==> config.mk <==
export PLATFORM = sky130hd
export DESIGN_NAME = signed_decimal_seven_segment_packer_top_flat
export DESIGN_NICKNAME = d
export VERILOG_FILES = /design/src/rtl/ssp_pkg.sv /design/src/rtl/ssp_in_if.sv /design/src/rtl/ssp_out_if.sv /design/src/rtl/ssp_dabble.sv /design/src/rtl/signed_decimal_seven_segment_packer_top.sv /design/src/flat_wrapper.sv
export SDC_FILE = /design/constraint.sdc
export NUM_CORES = 1
export LEC_CHECK = 0
export ABC_AREA = 1
export BUFFER_PORTS_ARGS = -buffer_cell sky130_fd_sc_hd__buf_2
export CORE_UTILIZATION = 54
export CTS_BUF_LIST = sky130_fd_sc_hd__clkbuf_4 sky130_fd_sc_hd__clkbuf_8
export DETAILED_ROUTE_END_ITERATION = 8
export PLACE_DENSITY_LB_ADDON = 0.3
export SYNTH_ARGS = -nofsm -noshare
export SYNTH_HDL_FRONTEND = slang
export SYNTH_SLANG_ARGS = --single-unit
==> constraint.sdc <==
create_clock -name clk -period 18.05 [get_ports clk]
set_input_delay 5.415 -clock clk [delete_from_list [all_inputs] [get_ports clk]]
set_output_delay 5.415 -clock clk [all_outputs]
set_load 0.005 [all_outputs]
==> src/rtl/ssp_pkg.sv <==
package ssp_pkg;

    localparam int unsigned NUM_POS   = 7;
    localparam int unsigned BCD_W     = 4 * NUM_POS;
    localparam int unsigned BITS_PER_STAGE = 8;

    localparam logic [6:0]  MINUS_CODE = 7'h40;

    localparam logic [31:0] LIM_100     = 32'd100;
    localparam logic [31:0] LIM_1000    = 32'd1000;
    localparam logic [31:0] LIM_10000   = 32'd10000;
    localparam logic [31:0] LIM_100000  = 32'd100000;
    localparam logic [31:0] LIM_1000000 = 32'd1000000;

    // Pipeline stage contents; early stages leave bcd/ndig unused.
    typedef struct packed {
        logic              neg;
        logic              pt;
        logic [6:0]        leg_lo;
        logic [6:0]        leg_hi;
        logic [31:0]       mag;
        logic [BCD_W-1:0]  bcd;
        logic [2:0]        ndig;
        logic              lt100k;
    } stage_t;

    function automatic logic [6:0] seg_code(input logic [3:0] d);
        logic [6:0] s;
        case (d)
            4'd0:    s = 7'h3F;
            4'd1:    s = 7'h06;
            4'd2:    s = 7'h5B;
            4'd3:    s = 7'h4F;
            4'd4:    s = 7'h66;
            4'd5:    s = 7'h6D;
            4'd6:    s = 7'h7D;
            4'd7:    s = 7'h07;
            4'd8:    s = 7'h7F;
            4'd9:    s = 7'h6F;
            default: s = 7'h00;
        endcase
        return s;
    endfunction

endpackage

==> src/rtl/ssp_in_if.sv <==
interface ssp_in_if;
    logic               valid;
    logic               ready;
    logic signed [31:0] value;
    logic               point_on;
    logic [15:0]        legend_mask;

    modport source (output valid, value, point_on, legend_mask, input ready);
    modport sink   (input valid, value, point_on, legend_mask, output ready);
endinterface

==> src/rtl/ssp_out_if.sv <==
interface ssp_out_if;
    logic        valid;
    logic        ready;
    logic [1:0]  word0_low_bits;
    logic [15:0] word1;
    logic [15:0] word2;
    logic [15:0] word3;

    modport source (output valid, word0_low_bits, word1, word2, word3, input ready);
    modport sink   (input valid, word0_low_bits, word1, word2, word3, output ready);
endinterface

==> src/rtl/ssp_dabble.sv <==
module ssp_dabble (
    input  logic [ssp_pkg::BITS_PER_STAGE-1:0] bits,
    input  logic [ssp_pkg::BCD_W-1:0]          bcd_in,
    output logic [ssp_pkg::BCD_W-1:0]          bcd_out
);

    // Shift-and-add-3 over a slice of the magnitude, MSB first. Only the
    // lowest seven digits are kept; higher digits never feed lower ones.
    always_comb
    begin
        logic [ssp_pkg::BCD_W-1:0] acc;
        acc = bcd_in;
        for (int s = 0; s < int'(ssp_pkg::BITS_PER_STAGE); s++)
        begin
            for (int d = 0; d < int'(ssp_pkg::NUM_POS); d++)
            begin
                if (acc[4*d +: 4] >= 4'd5)
                begin
                    acc[4*d +: 4] = acc[4*d +: 4] + 4'd3;
                end
            end
            acc = {acc[ssp_pkg::BCD_W-2:0], bits[ssp_pkg::BITS_PER_STAGE-1-s]};
        end
        bcd_out = acc;
    end

endmodule

==> src/rtl/signed_decimal_seven_segment_packer_top.sv <==
// Signed decimal seven-segment packer.
// Input channel (in_ch): value (signed 32 bits), point_on and legend_mask.
// Output channel (out_ch): the packed driver words word0_low_bits, word1,
// word2 and word3 for a seven-position display, one result per input.
// Both channels complete a transaction on a clock edge with valid and ready
// high.
// Throughput: one transaction per cycle while the receiver keeps ready
// high. The work runs through six register stages: magnitude, four
// binary-to-decimal stages of eight bits each, and the segment encode and
// pack stage.
// Each stage has its own valid bit and takes new data when it is empty or
// its successor moves, so bubbles are squeezed out and the block keeps
// taking input while a finished result waits, until every stage is full.
// A receiver stall holds the output register and its contents unchanged.
// Reset (rst_n low, asynchronous) empties the pipeline; no result is lost
// or repeated across a stall.
module signed_decimal_seven_segment_packer_top (
    input  logic          clk,
    input  logic          rst_n,
    ssp_in_if.sink        in_ch,
    ssp_out_if.source     out_ch
);

    localparam int unsigned NSTG = 5;

    ssp_pkg::stage_t st_reg  [NSTG];
    ssp_pkg::stage_t st_next [NSTG];
    logic [NSTG:0]   v_reg;
    logic [NSTG+1:0] rdy;

    logic [1:0]  w0_reg;
    logic [15:0] w1_reg;
    logic [15:0] w2_reg;
    logic [15:0] w3_reg;
    logic [1:0]  w0_next;
    logic [15:0] w1_next;
    logic [15:0] w2_next;
    logic [15:0] w3_next;

    logic [ssp_pkg::BCD_W-1:0] bcd_step [NSTG-1];

    // Stage k may load when it is empty or its contents move on.
    always_comb
    begin
        rdy[NSTG+1] = out_ch.ready;
        for (int k = NSTG; k >= 0; k--)
        begin
            rdy[k] = !v_reg[k] || rdy[k+1];
        end
    end

    assign in_ch.ready = rdy[0];

    genvar g;
    generate
        for (g = 1; g < int'(NSTG); g++)
        begin : g_dabble
            ssp_dabble u_dabble (
                .bits    (st_reg[g-1].mag[32-ssp_pkg::BITS_PER_STAGE*g +:
                                          ssp_pkg::BITS_PER_STAGE]),
                .bcd_in  (st_reg[g-1].bcd),
                .bcd_out (bcd_step[g-1])
            );
        end
    endgenerate

    always_comb
    begin
        logic [31:0] raw;
        logic [31:0] m;
        raw = in_ch.value;
        st_next[0]        = '0;
        st_next[0].neg    = raw[31];
        st_next[0].pt     = in_ch.point_on;
        st_next[0].leg_lo = in_ch.legend_mask[6:0];
        st_next[0].leg_hi = in_ch.legend_mask[14:8];
        st_next[0].mag    = raw[31] ? (~raw + 32'd1) : raw;

        for (int k = 1; k < int'(NSTG); k++)
        begin
            st_next[k]     = st_reg[k-1];
            st_next[k].bcd = bcd_step[k-1];
        end

        // Digit count and legend condition come from the first decimal stage.
        m = st_reg[0].mag;
        if (m >= ssp_pkg::LIM_1000000)
        begin
            st_next[1].ndig = 3'd7;
        end
        else if (m >= ssp_pkg::LIM_100000)
        begin
            st_next[1].ndig = 3'd6;
        end
        else if (m >= ssp_pkg::LIM_10000)
        begin
            st_next[1].ndig = 3'd5;
        end
        else if (m >= ssp_pkg::LIM_1000)
        begin
            st_next[1].ndig = 3'd4;
        end
        else if (m >= ssp_pkg::LIM_100)
        begin
            st_next[1].ndig = 3'd3;
        end
        else
        begin
            st_next[1].ndig = 3'd2;
        end
        st_next[1].lt100k = (m < ssp_pkg::LIM_100000);
    end

    // Segment encode and packing.
    always_comb
    begin
        logic [6:0]      p [ssp_pkg::NUM_POS];
        ssp_pkg::stage_t s;
        s = st_reg[NSTG-1];
        for (int i = 0; i < int'(ssp_pkg::NUM_POS); i++)
        begin
            if (3'(i) < s.ndig)
            begin
                p[i] = ssp_pkg::seg_code(s.bcd[4*i +: 4]);
            end
            else if (3'(i) == s.ndig && s.neg)
            begin
                p[i] = ssp_pkg::MINUS_CODE;
            end
            else
            begin
                p[i] = 7'h00;
            end
        end
        if (s.lt100k)
        begin
            p[5] = s.leg_lo;
            p[6] = s.leg_hi;
        end
        w0_next = p[0][6:5];
        w1_next = {p[0][4:0], s.pt, p[1], p[2][6:4]};
        w2_next = {p[2][3:0], p[3], p[4][6:2]};
        w3_next = {p[4][1:0], p[5], p[6]};
    end

    always_ff @(posedge clk or negedge rst_n)
    begin
        if (!rst_n)
        begin
            v_reg <= '0;
        end
        else
        begin
            if (rdy[0])
            begin
                v_reg[0] <= in_ch.valid;
            end
            for (int k = 1; k <= int'(NSTG); k++)
            begin
                if (rdy[k])
                begin
                    v_reg[k] <= v_reg[k-1];
                end
            end
        end
    end

    always_ff @(posedge clk)
    begin
        for (int k = 0; k < int'(NSTG); k++)
        begin
            if (rdy[k])
            begin
                st_reg[k] <= st_next[k];
            end
        end
        if (rdy[NSTG])
        begin
            w0_reg <= w0_next;
            w1_reg <= w1_next;
            w2_reg <= w2_next;
            w3_reg <= w3_next;
        end
    end

    assign out_ch.valid          = v_reg[NSTG];
    assign out_ch.word0_low_bits = w0_reg;
    assign out_ch.word1          = w1_reg;
    assign out_ch.word2          = w2_reg;
    assign out_ch.word3          = w3_reg;

endmodule

==> src/flat_wrapper.sv <==
// flat-port wrapper written by rule: the top's interface ports become plain ports
module signed_decimal_seven_segment_packer_top_flat 
  (clk, rst_n, in_ch_valid, in_ch_value, in_ch_point_on, in_ch_legend_mask, in_ch_ready, out_ch_valid, out_ch_word0_low_bits, out_ch_word1, out_ch_word2, out_ch_word3, out_ch_ready);
  ssp_in_if in_ch_i ();
  ssp_out_if out_ch_i ();
  input  logic clk;
  input  logic rst_n;
  input wire logic [$bits(in_ch_i.valid)-1:0] in_ch_valid;
  input wire logic [$bits(in_ch_i.value)-1:0] in_ch_value;
  input wire logic [$bits(in_ch_i.point_on)-1:0] in_ch_point_on;
  input wire logic [$bits(in_ch_i.legend_mask)-1:0] in_ch_legend_mask;
  output wire logic [$bits(in_ch_i.ready)-1:0] in_ch_ready;
  output wire logic [$bits(out_ch_i.valid)-1:0] out_ch_valid;
  output wire logic [$bits(out_ch_i.word0_low_bits)-1:0] out_ch_word0_low_bits;
  output wire logic [$bits(out_ch_i.word1)-1:0] out_ch_word1;
  output wire logic [$bits(out_ch_i.word2)-1:0] out_ch_word2;
  output wire logic [$bits(out_ch_i.word3)-1:0] out_ch_word3;
  input wire logic [$bits(out_ch_i.ready)-1:0] out_ch_ready;
  assign in_ch_i.valid = in_ch_valid;
  assign in_ch_i.value = in_ch_value;
  assign in_ch_i.point_on = in_ch_point_on;
  assign in_ch_i.legend_mask = in_ch_legend_mask;
  assign in_ch_ready = in_ch_i.ready;
  assign out_ch_valid = out_ch_i.valid;
  assign out_ch_word0_low_bits = out_ch_i.word0_low_bits;
  assign out_ch_word1 = out_ch_i.word1;
  assign out_ch_word2 = out_ch_i.word2;
  assign out_ch_word3 = out_ch_i.word3;
  assign out_ch_i.ready = out_ch_ready;
  signed_decimal_seven_segment_packer_top u_core (.clk(clk), .rst_n(rst_n), .in_ch(in_ch_i), .out_ch(out_ch_i));
endmodule
==> results of run 1 <==
## synthesized netlist by cell type (3+ instances only)
| cell type | number |
|---|---|
| nand2_1 | 989 |
| inv_1 | 555 |
| edfxtp_1 | 313 |
| nand3_1 | 281 |
| nand2_2 | 181 |
| ha_1 | 170 |
| nand4_1 | 116 |
| o21ai_0 | 109 |
| nor2_1 | 100 |
| nand3_2 | 92 |
| xor2_1 | 72 |
| a21oi_1 | 54 |
| o21ai_1 | 34 |
| o21ai_2 | 34 |
| a21o_1 | 26 |
| nor3_1 | 21 |
| nand2_4 | 19 |
| and2_1 | 17 |
| or2_2 | 15 |
| nand3b_1 | 14 |
| xnor2_1 | 14 |
| a31oi_1 | 13 |
| inv_2 | 13 |
| a31o_2 | 10 |
| xor2_2 | 10 |
| and2_4 | 9 |
| o22ai_1 | 8 |
| nand3_4 | 7 |
| dfrtp_1 | 6 |
| o21a_1 | 5 |
| clkbuf_1 | 4 |
| nor4_1 | 4 |
| o211ai_1 | 4 |
| a211oi_1 | 3 |
| o21bai_1 | 3 |
| o311ai_0 | 3 |
| xnor2_2 | 3 |
## per-layer routing
| metal | part of all wire | global-route usage |
|---|---|---|
| met5 | 0 | 0 |
| met4 | 0.015 | 0.0496 |
| met3 | 0.039 | 0.0236 |
| met2 | 0.45 | 0.326 |
| met1 | 0.49 | 0.251 |
## how the worst max path moves through the flow
stage	start	endpoint	slack [ps]	cells past startpoint
floorplan	out_ch_ready	in_ch_ready	1260	10
detailed placement	out_ch_ready	in_ch_ready	4230	13
global placement	out_ch_ready	in_ch_ready	4260	13
global route	out_ch_ready	in_ch_ready	3920	13
finish	out_ch_ready	in_ch_ready	4330	13
CTS	out_ch_ready	in_ch_ready	4230	13
## placed cells by master, fill, tap and decap left out, types with 10 or more instances in the layout
| master | Yosys | routed |
|---|---|---|
| ha_1 | 170 | 170 |
| nand4_1 | 116 | 116 |
| inv_2 | 13 | 18 |
| nand2_1 | 989 | 988 |
| xor2_2 | 10 | 10 |
| o21ai_1 | 34 | 34 |
| or2_2 | 15 | 15 |
| nand3b_1 | 14 | 14 |
| a31o_2 | 10 | 10 |
| clkbuf_4 | 0 | 14 |
| clkinv_1 | 1 | 13 |
| nand3_2 | 92 | 92 |
| xor2_1 | 72 | 72 |
| o21ai_2 | 34 | 34 |
| buf_2 | 0 | 102 |
| and2_1 | 17 | 17 |
| nor3_1 | 21 | 21 |
| a21o_1 | 26 | 26 |
| nand2_4 | 19 | 19 |
| nand2_2 | 181 | 182 |
| a31oi_1 | 13 | 13 |
| o21ai_0 | 109 | 109 |
| edfxtp_1 | 313 | 313 |
| nor2_1 | 100 | 100 |
| a21oi_1 | 54 | 54 |
| clkbuf_8 | 0 | 54 |
| inv_1 | 555 | 550 |
| xnor2_1 | 14 | 14 |
| nand3_1 | 281 | 281 |
## through the flow
step                utilization  instances
detailed placement        0.580       4059
global placement          0.580       4059
floorplan                     -       3351
global route              0.605       4159
CTS                       0.605       4158
finish                    0.605       4159
## critical path, delay by kind of cell
kind,cells,cell delay [ps]
buffers and inverters,7,2430
and+or+nand+nor,6,450
## layout make-up
class | count | area (sq um)
Antenna cell | 1 | 2.50
Clock buffer | 68 | 848
Multi-Input combinational cell | 2458 | 14200
Inverter | 569 | 2140
Tap cell | 607 | 759
Fill cell | 4073 | 18500
Timing Repair Buffer | 106 | 541
Sequential cell | 319 | 9550
Clock inverter | 31 | 347
## cell families (layout without fill, tap and decap cells)
logic type      count (synthesis)  after routing  share of synthesized area
buf+inv                       574            774                     0.0831
simple gates                 1870           1870                      0.353
xor+xnor                      100            100                     0.0383
fa+ha+maj                     170            170                     0.0820
other cells                     0              1                          0
compound gates                316            316                     0.0745
flops                         319            319                      0.368
mux                             2              2                   0.000772
==> metrics.yaml, run 1 <==
status:
  status: "completed"
timing:
  fin_crit_ps: 13720
  whs_ps: 412
  final.setup.tns_ps: 0
  finalMaxSlewViolations: 0
  tightest_slew_ps: 1060
  setup_ws_ps: 4330
  slew_headroom: 0.295
  rsz0062_at_grt: "no"
  skew_ps: 25.5
  fmax_mhz: 72.9
  setup_violations: 0
  finalCritPeriodShare: 0.760
  report.final.hold_viol_count: 0
route:
  viasPerCell: 5.04
  first_iter_violations: 1066
  wirelength_mm: 45.4
  wl_per_cell_microns: 10.9
  ant_nets: 0
  vias: 20900
  dr.pass1.iters: 5
  drcViolationCount: 0
synthesis:
  seq_area_frac_synth: 0.368
  ys_ff_latch: 319
  ys.warnings.count: 0
  synth_top_cell_area_share: 0.362
  avgSynthCellArea_sq_um: 7.74
  syn_inst: 3351
  ys_async_sr_fraction: 0.0188
  synth_area_sq_um: 25900
  synth-edff-count: 313
  synth_fp_nets: 3574
  synth_cell_types: 54
  synthFlopType: "edfxtp_1"
  yosys.area.top_type: "edfxtp_1"
  synth.area.top_cells: "edfxtp_1, nand2_1, ha_1"
worst_hold_path:
  hold_class: "reg2reg"
  min_path_cells: 0
  timing.hold.worst_endpoint: "u_core.st_reg[0][308]"
  min_from: "u_core.st_reg[0][228]"
worst_setup_path:
  path_cells: "buf_2 -> nor2_1 -> inv_2 -> nor2_1 -> inv_2 -> nor2_1 -> inv_2 -> nor2_1 -> inv_2 -> nor2_1 -> nand2_2 -> buf_4 -> buf_2"
  slowest_stage: "inv_2"
  worst_ep_required_time_ps: 12630
  reg2reg_to: "u_core.st_reg[0][349]"
  ff2ff_path_depth: 57
  reg2reg_from: "u_core.st_reg[0][264]"
  critPathKind: "in2out"
  reg2reg_slack_ps: 11260
  critPathMaxStageDelay_ps: 790
  crit_top_cell: "nor2_1"
  critPathCaptureType: "output port"
  arrival_ps: 8310
  cp_max_fo: 52
  start_kind: "primary input"
clock_tree:
  cts_tree: "done"
  cts_sinks: 319
  path_clk_slew_ps: 60
  htree_levels: 2
  cts-buffers-inserted: 54
  holdBufCountCts: 0
  cts_resized: 0
  clockBufferDepth: 3
  postCtsSetupBuffers: 0
  ctsRootBufferMaster: "clkbuf_8"
  insertion_delay_ps: 630
placement:
  portBuffers: 102
  gp_congestion: 0.844
  preCtsSetupSlack_ps: 4230
  postPlaceCellArea_sq_um: 27200
  dpl.hpwl_mm: 35.9
floorplan:
  fp-row-count: 79
  core-area_sq_um: 47000
  dieHeight_microns: 221
  initial_core_util: 0.552
  die_w_microns: 221
  io_pins: 105
  die-area_sq_um: 48900
finish:
  largest_register_ffs: 263
  nNetsFinal: 3731
  synthToLayoutAreaGrowth_pct: 9.57
  drive_gt1_frac: 0.168
  finalInstanceArea_sq_um: 28400
grt:
  grt_pass1_wl_mm: 81.0
  overflow: 0
  antenna_found_initial: 1
  grt_start_max_net_pins: 59
  grt_usage: 0.189
  grt_pass1_vias: 19400
flow_run:
  drv_cap: 0
Power of run 1 is not shown: default switching activity piles up to over one toggle a cycle in this logic, so the estimate is an artifact.
==> inputs of run 2 (changes only) <==
Clock period 18.05 ns to 12.15 ns, I/O delays scaled along.
==> metrics.yaml, run 2 (synthesized netlist as in run 1, its figures left out) <==
worst_setup_path:
  worst_ep_required_time_ps: 8500
  arrival_ps: 5630
  critPathTopFamily: "simple AND/OR/NAND/NOR gates"
  critical_path_buf_inv_count: 6
  critPathKind: "in2out"
  ff2ff_path_depth: 57
  critPathMaxStageDelay_ps: 400
  critPathCaptureType: "output port"
  reg2reg_from: "u_core.st_reg[0][264]"
  cp_max_fo: 50
  reg2reg_slack_ps: 5440
  slowest_stage: "inv_2"
  crit_top_cell: "nor2_1"
  reg2reg_to: "u_core.st_reg[0][350]"
  start_kind: "primary input"
  path_cells: "buf_2 -> nor2_1 -> inv_2 -> nor2_1 -> inv_2 -> nor2_1 -> clkinvlp_4 -> nor2_1 -> clkinvlp_4 -> nor2_1 -> nand2_2 -> buf_2"
  cp.depth: 12
grt:
  grt_pass1_wl_mm: 81.5
  grt_start_max_net_pins: 59
  overflow: 0
  grt_pass1_vias: 19500
  antenna_found_initial: 2
  grt_usage: 0.192
placement:
  gp_congestion: 0.858
  dpl.hpwl_mm: 35.9
  portBuffers: 102
floorplan:
  initial_core_util: 0.552
  fp-row-count: 79
  io_pins: 105
  dieHeight_microns: 221
  die_w_microns: 221
  core-area_sq_um: 47000
  die-area_sq_um: 48900
finish:
  largest_register_ffs: 263
  final_common_cell: "nand2_1"
  nNetsFinal: 3733
  drive_gt1_frac: 0.171
  final_cell_mix: "nand2_1, inv_1, edfxtp_1"
  nFillCells: 4045
  synthToLayoutAreaGrowth_pct: 9.65
clock_tree:
  holdBufCountCts: 0
  clockBufferDepth: 3
  path_clk_slew_ps: 60
  postCtsSetupBuffers: 0
  cts_resized: 0
  htree_levels: 2
  ctsRootBufferMaster: "clkbuf_8"
  insertion_delay_ps: 670
  cts_tree: "done"
  cts_sinks: 319
  cts-buffers-inserted: 55
route:
  first_iter_violations: 1003
  wirelength_mm: 45.9
  ant_nets: 0
  dr.pass1.iters: 9
  viasPerCell: 5.06
  wl_per_cell_microns: 11.0
  drcViolationCount: 0
  vias: 21100
timing:
  report.final.hold_viol_count: 0
  tightest_slew_ps: 1040
  slew_headroom: 0.306
  finalCritPeriodShare: 0.763
  finalMaxSlewViolations: 0
  final.setup.tns_ps: 0
  setup_violations: 0
  fmax_mhz: 108
  fin_crit_ps: 9270
  skew_ps: 41.1
  rsz0062_at_grt: "no"
worst_hold_path:
  min_from: "u_core.st_reg[0][70]"
  hold_class: "reg2reg"
  timing.hold.worst_endpoint: "u_core.st_reg[0][150]"
  min_path_cells: 0
flow_run:
  drv_cap: 0
status:
  status: "completed"
run 2: changes by cell type in the layout (fill, tap and decap cells not counted), moves of 2 or more:
cell        previous run  this run
clkinv_2               7         5
clkbuf_4              14        20
inv_16                 0         2
inv_2                 18        16
clkbuf_8              54        63
clkinv_1              13         5
clkinvlp_4             2         4
bufinv_16              6         2
run 2: metrics by stage:
stage / instance area [sq um] / utilization / std cells / setup WS [ps] / hold slack, ps
after floorplan: 25900 / - / 3351 / 4.52 / 400
after CTS: 28400 / 0.605 / 4160 / 2840 / 407
after detailed placement: 27200 / 0.580 / 4060 / 2850 / 405
after global routing: 28400 / 0.606 / 4162 / 2670 / 413
final: 28400 / 0.606 / 4162 / 2880 / 412
after global placement: 27200 / 0.580 / 4060 / 2910 / 401
run 2: worst register-to-register path: cells and delay by family (launching register included):
family	cells	cell delay (ps)
AOI/OAI and AO/OA	1	110
and+or+nand+nor	36	3810
DFF	1	450
adders and majority gates	8	1330
buffers and inverters	12	750
run 2: metal layers:
metal	routed length [microns]	GRT usage
met1	22500	0.250
met2	20800	0.330
met3	1730	0.0252
met4	944	0.0607
met5	0	0
run 2: worst max path at each step:
| stage | start | to |
|---|---|---|
| finish | out_ch_ready | in_ch_ready |
| floorplan | out_ch_ready | in_ch_ready |
| detailed placement | out_ch_ready | in_ch_ready |
| global placement | out_ch_ready | in_ch_ready |
| CTS | out_ch_ready | in_ch_ready |
| global route | out_ch_ready | in_ch_ready |
run 2: cell type report:
cell class	count	area, sq um	share of cell area
Antenna cell	2	5.00	0.000176
Clock buffer	83	1020	0.0358
Clock inverter	17	180	0.00634
Inverter	569	2140	0.0754
Multi-Input combinational cell	2458	14200	0.500
Sequential cell	319	9550	0.336
Tap cell	607	759	0.0267
Timing Repair Buffer	107	548	0.0193
Power of run 2 is left out for the same reason.
==> inputs of run 3 (changes only) <==
Settings changed: ABC_AREA 1 to 0.
Clock period 12.15 ns to 8.3 ns, I/O delays scaled along.
==> metrics.yaml, run 3 <==
status:
  status: "completed"
worst_setup_path:
  critPathMaxStageDelay_ps: 540
  critPathCaptureType: "register"
  arrival_ps: 8160
  worst_ep_required_time_ps: 8680
  slowest_stage: "or4_1"
  reg2reg_from: "u_core.st_reg[0][208]"
  critPathKind: "reg2reg"
  crit_top_cell: "ha_1"
  start_kind: "register"
  cp_max_fo: 10
  crit_path_start: "u_core.st_reg[0][208]"
finish:
  stdcell_count: 4356
  final_cell_mix: "edfxtp_1, nand2_1, nor2_1"
  diodes: 0
  largest_register_ffs: 263
  drive_gt1_frac: 0.106
  nNetsFinal: 3790
  synthToLayoutAreaGrowth_pct: 7.69
  final_common_cell: "edfxtp_1"
timing:
  final.setup.tns_ps: 0
  fmax_mhz: 129
  fin_crit_ps: 7780
  setup_violations: 0
  rsz0062_at_grt: "no"
  finalMaxSlewViolations: 0
  finalCritPeriodShare: 0.937
  setup_ws_ps: 521
  slew_headroom: 0.238
  tightest_slew_ps: 1140
  skew_ps: 39.5
  report.final.hold_viol_count: 0
route:
  ant_nets: 0
  vias: 26500
  wl_per_cell_microns: 14.8
  drcViolationCount: 0
  viasPerCell: 6.09
  wirelength_mm: 64.6
  dr.pass1.iters: 5
  first_iter_violations: 1931
grt:
  grt_usage: 0.221
  overflow: 0
  antenna_found_initial: 0
  grt_pass1_vias: 23200
  grt_pass1_wl_mm: 108
  grt_start_max_net_pins: 59
floorplan:
  initial_core_util: 0.547
  die_w_microns: 238
  core-area_sq_um: 55100
  fp-row-count: 86
  dieHeight_microns: 238
  io_pins: 105
  die-area_sq_um: 56800
synthesis:
  ys_async_sr_fraction: 0.0188
  synthFlopType: "edfxtp_1"
  synth_top_cell_area_share: 0.312
  synthTopCellsByCount: "edfxtp_1, nand2_1, nor2_1"
  synth_fp_nets: 3733
  synth.area.top_cells: "edfxtp_1, ha_1, a21oi_1"
  ys_ff_latch: 319
  seq_area_frac_synth: 0.317
  avgSynthCellArea_sq_um: 8.59
  synth.most_common_cell: "edfxtp_1"
  syn_inst: 3510
  synth-edff-count: 313
  ys.warnings.count: 0
  synth_cell_types: 124
  synth_area_sq_um: 30100
  yosys.area.top_type: "edfxtp_1"
flow_run:
  drv_cap: 0
clock_tree:
  holdBufCountCts: 0
  cts_sinks: 319
  insertion_delay_ps: 650
  cts-buffers-inserted: 51
  htree_levels: 2
  cts_tree: "done"
  path_clk_slew_ps: 70
  ctsRootBufferMaster: "clkbuf_8"
  clockBufferDepth: 3
worst_hold_path:
  min_from: "u_core.st_reg[0][161]"
  hold_class: "reg2reg"
placement:
  gp_congestion: 0.896
  dp_cells: 4259
  dpl.hpwl_mm: 47.7
  preCtsSetupSlack_ps: 645
  portBuffers: 102
[run 3: changes by cell type in the layout (fill, tap and decap cells not counted), sizes merged, moves of 117 or more]
cell and change:
o21ai +117, a21oi +198, nand2 -877, inv -350, nand3 -306, nor2 +171
[run 3: final timing paths]
check                                              to  slack [ps]  cells past startpoint
worst min register to register  u_core.st_reg[0][241]         390                      0
worst min-delay path            u_core.st_reg[0][241]         390                      0
min in group asynchronous             u_core.v_reg[5]        1680                      1
max in group asynchronous             u_core.v_reg[4]        6460                      1
worst max register to register  u_core.st_reg[0][257]         520                     30
worst max-delay path            u_core.st_reg[0][257]         520                     30
[run 3: layout make-up]
class	count	area [sq um]
clock buffers	57	747
clock inverters	37	393
fillers	4876	22600
inverters	221	831
multi-input cells	2849	19300
flip-flops and latches	319	9550
well taps	748	936
repair buffers	125	683
[run 3: critical path: cells and delay by family (launching register included)]
family                   cells  cell delay (ps)
adder cells (fa/ha/maj)      6             1300
multiplexers                 2              210
flip-flops                   1              500
buffers and inverters        3              370
XOR/XNOR                     2              700
AND/OR/NAND/NOR             10             2970
AO/OA/AOI/OAI                7             1480
[run 3: per-layer routing]
metal | track usage | wire [microns] | vias to the layer above
met3 | 0.0246 | 2730 | 74
met1 | 0.312 | 31400 | 12300
met4 | 0.0521 | 1090 | 0
li1 | - | - | 13500
met5 | 0 | 0 | -
met2 | 0.362 | 29400 | 556
[run 3: logic make-up (layout without fill, tap and decap cells)]
| logic type | after synthesis | after routing | share of synthesized area |
|---|---|---|---|
| xor gates and xnor gates | 110 | 110 | 0.0336 |
| adders and majority gates | 178 | 178 | 0.0732 |
| buffers and inverters | 342 | 440 | 0.0438 |
| muxes | 147 | 147 | 0.0531 |
| AOI/OAI and AO/OA | 1275 | 1275 | 0.292 |
| and+or+nand+nor | 1139 | 1139 | 0.187 |
| DFF | 319 | 319 | 0.317 |
[run 3: what timing repair did]
item / 4_1_cts / 5_1_grt
endpoints found under the setup margin: 0 / 4
resized for setup: 0 / 7
setup buffers: 0 / 3
[run 3: metrics by stage]
step | hold WS (ps) | cell area, sq um | utilization
after floorplan | 400 | 30100 | -
after global placement | 400 | 31300 | 0.568
after global routing | 404 | 32500 | 0.589
final | 390 | 32500 | 0.589
after detailed placement | 405 | 31300 | 0.568
after CTS | 382 | 32400 | 0.588
Power of run 3 is left out for the same reason.
